`config.mk`:
```
export PLATFORM = sky130hd
export DESIGN_NAME = asc_fifo
export DESIGN_NICKNAME = d
export VERILOG_FILES = /design/src/design/asc_fifo.sv
export SDC_FILE = /design/constraint.sdc
export NUM_CORES = 1
export LEC_CHECK = 0
export BUFFER_PORTS_ARGS = -buffer_cell sky130_fd_sc_hd__buf_2
export CORE_MARGIN = 1
export CORE_UTILIZATION = 55
export CTS_BUF_LIST = sky130_fd_sc_hd__clkbuf_4 sky130_fd_sc_hd__clkbuf_8
export CTS_CLUSTER_SIZE = 8
export DETAILED_ROUTE_END_ITERATION = 6
export PLACE_DENSITY = 0.84
export SETUP_SLACK_MARGIN = 0.05
export SLEW_MARGIN = 15
export SYNTH_ARGS = -nofsm -noshare
export SYNTH_HDL_FRONTEND = slang
export SYNTH_SLANG_ARGS = --single-unit
```
`constraint.sdc`:
```
create_clock -name clk -period 4.3 [get_ports clk]
set_input_delay 0.43 -clock clk [delete_from_list [all_inputs] [get_ports clk]]
set_output_delay 0.43 -clock clk [all_outputs]
set_load 0.02 [all_outputs]
```
`src/design/asc_fifo.sv`:
```
`default_nettype none

module asc_fifo #(
  parameter int WIDTH = 8,
  parameter int DEPTH = 2,
  localparam int PW = $clog2(DEPTH)
) (
  input  wire logic             clk,
  input  wire logic             rst_n,
  input  wire logic             push_valid,
  output      logic             push_ready,
  input  wire logic [WIDTH-1:0] push_data,
  output      logic             pop_valid,
  input  wire logic             pop_ready,
  output      logic [WIDTH-1:0] pop_data,
  output      logic [PW:0]      count
);

  logic [WIDTH-1:0] mem_r [DEPTH];
  logic [PW-1:0]    wr_ptr_r, wr_ptr_nxt;
  logic [PW-1:0]    rd_ptr_r, rd_ptr_nxt;
  logic [PW:0]      count_r, count_nxt;
  logic             push, pop;

  assign push_ready = (count_r != (PW+1)'(DEPTH));
  assign pop_valid  = (count_r != '0);
  assign push       = push_valid && push_ready;
  assign pop        = pop_valid && pop_ready;
  assign pop_data   = mem_r[rd_ptr_r];
  assign count      = count_r;

  always_comb begin
    wr_ptr_nxt = push ? wr_ptr_r + PW'(1) : wr_ptr_r;
    rd_ptr_nxt = pop  ? rd_ptr_r + PW'(1) : rd_ptr_r;
    count_nxt  = count_r;
    if (push && !pop) begin
      count_nxt = count_r + (PW+1)'(1);
    end else if (pop && !push) begin
      count_nxt = count_r - (PW+1)'(1);
    end
  end

  always_ff @(posedge clk) begin
    if (!rst_n) begin
      wr_ptr_r <= '0;
      rd_ptr_r <= '0;
      count_r  <= '0;
    end else begin
      wr_ptr_r <= wr_ptr_nxt;
      rd_ptr_r <= rd_ptr_nxt;
      count_r  <= count_nxt;
    end
  end

  always_ff @(posedge clk) begin
    if (push) begin
      mem_r[wr_ptr_r] <= push_data;
    end
  end

endmodule

`default_nettype wire

```
==> run summary <==
row count -> 13
first-pass GRT wire length -> 1.75 mm
Detail Route Antenna Nets -> 0
CTS tree -> yes
setup tns final -> 0 ps
critical-path cell list -> mux2_2 -> buf_2
RSZ-0062 raised after global routing -> no
ANT cells -> 0
port bufs -> 23
CTS Sinks -> 21
Nets -> 90
RePlAce Congestion -> 0.670
worst path bufs/invs -> 1
status -> finished, final reports clean
Post-Syn Instances -> 50
Final Hold Vio Count -> 0
Worst EP required -> 3870 ps
I/O pin count -> 24
area of the multi-input gates -> 216 um^2
H-tree Lvls -> 1
number of buffers added for setup after CTS -> 0
Pwr Density -> 606 mW/mm^2
CP top delay family -> flip-flops
Overall Power -> 0.585 mW
register area -> 581 um^2
Core ar. -> 0.00133 mm^2
fin crit period -> 1840 ps
clk slew on worst S/H paths -> 120 ps
fill cell count -> 98
vias per cell -> 5.15
hold wc startpoint -> push_data[6]
critical path type -> register to output pin
top cells by area, synth -> edfxtp_1 59%, dfxtp_1 12%, mux2_2 11%
# DRC -> 0
Vias -> 469
Fin Clk Skew -> 8.86 ps
Remaining Overflow, GRT -> 0
routed wl met3 -> 76 um
multiplexer share of the synthesized area -> 0.111
Leak Pwr -> 0.400 nW
Peak VDD IR -> 444 uV
Die Height -> 40.4 um
hold crit path type -> input pin to register
Distinct cells, synth -> 17
initial antenna violation count -> 0
Num CTS Buffers -> 3
synthesized area per cell -> 16.2 um^2
Synth Area in Compound Gates -> 0.0371
RR Startpoint -> count[0]
Synth top area share -> 0.594
post-synth top area cell -> edfxtp_1
vias in the first global route -> 426
crit path max fanout -> 8
GRT Total Usage -> 0.185
Slew Viols, Final -> 0
Avg WL per Cell -> 13.3 um
Die Wd -> 40.4 um
sequential area share after synthesis -> 0.717
critical path arrival -> 1410 ps
mapped cell area -> 810 um^2
Max Fclk -> 543 MHz
type of origin of the critical path -> register
final wirelength -> 1.21 mm
starting density of the core -> 0.607
Synth Area in Simple Gates -> 0.0711
Area Overhead vs Synth -> 19.3%
actual slew at the worst max-slew pin -> 368 ps
count of final setup violators -> 0
worst-skew pair later-pin latency -> 310 ps
DR top layer -> met4
Synth Area in XOR/XNOR -> 0.0325
largest net degree at the start of global routing -> 13
Final Cycle Share -> 0.429
initial DRC count -> 8
syn_nets -> 63
layout cell share with drive strength beyond 1 -> 0.500
Yosys reg bits -> 21
CTS root buf -> clkbuf_4
post-CTS resize count -> 0
Post-Synth Adder-Cell Area -> 0.0155
largest family of logic cells by synthesized area -> multiplexers
Max-cap violations -> 0
Post-Route M1 WL -> 533 um
Critical Path Max Stage Delay -> 550 ps
CP endpoint kind -> output pin
# hold bufs at CTS -> 0
Pre-antenna DRT Iters -> 4
yosys warns -> 0
die footprint -> 0.00163 mm^2
Slowest-stage cell, CP -> dfxtp_1
CTS Buffer Depth -> 2
Rel. slew slack -> 0.755
routed wl met2 -> 586 um
flip-flops by register name (all words and copies together), names as in the netlist, named ones only:
register and flops:
count 2, rd_ptr_r 1, mem_r 16, wr_ptr_r 1
placed cells by master (no fill, tap or decap):
master / instances
and2_1: 1
or3_1: 1
nand3b_1: 1
and3_1: 1
clkbuf_4: 3
xor2_1: 3
a21bo_2: 1
nor2_1: 3
buf_2: 23
nand2b_4: 1
or2_2: 1
ha_1: 1
o21ai_0: 2
inv_1: 2
clkinv_2: 1
dfxtp_1: 5
a21oi_1: 2
mux2_2: 8
edfxtp_1: 16
routing by layer:
metal | track usage | vias up
met5 | 0 | -
met2 | 0.270 | 17
met1 | 0.209 | 219
met4 | 0.142 | 0
li1 | - | 231
met3 | 0.0833 | 2
cell type report:
class,count,area share
clock buffer,3,0.0233
multi-input combinational,26,0.224
tap,15,0.0194
sequential,21,0.601
timing repair buffer,23,0.119
inverter,2,0.00777
clock inverter,1,0.00518
power by group:
group	internal (mW)	switching, mW	total (mW)
Combinational	0.0899	0.113	0.203
Clock	0.0348	0.0598	0.0946
Sequential	0.257	0.0300	0.287
Total	0.382	0.203	0.585
final timing paths:
kind | slack, ps | cells past startpoint | to
hold reg to reg | 540 | 2 | rd_ptr_r
setup / recovery | 2460 | 2 | pop_data[2]
setup reg to reg | 2670 | 5 | count[1]
hold / removal | 300 | 1 | mem_r[1][6]
worst register-to-register path, delay by kind of cell, from the launching register on:
kind                       cells  cell delay (ps)
AOI/OAI and AO/OA              1              150
adders and majority gates      1              320
DFF                            1              380
and+or+nand+nor                3              710
kinds of logic (layout without fill, tap and decap cells):
group	count (synthesis)	in the layout
buf+inv	3	29
mux	8	8
compound gates	5	5
fa+ha+maj	1	1
xor+xnor	3	3
flops	21	21
simple gates	9	9
cells in the mapped netlist, drive strengths merged:
library cell / instances
a21bo: 1
a21oi: 2
and2: 1
and3: 1
buf: 1
dfxtp: 5
edfxtp: 16
ha: 1
inv: 2
mux2: 8
nand2b: 1
nand3b: 1
nor2: 3
o21ai: 2
or2: 1
or3: 1
xor2: 3
through the flow:
stage	hold WS [ps]	instance area (um^2)	instances	setup slack, ps	util
after detailed placement	513	938	87	2690	0.704
final	297	966	91	2460	0.724
after CTS	294	966	91	2430	0.724
after floorplan	472	810	50	2620	-
after global routing	291	966	91	2390	0.724
after global placement	487	938	87	2740	0.704
(Power assumes the default switching activity.)
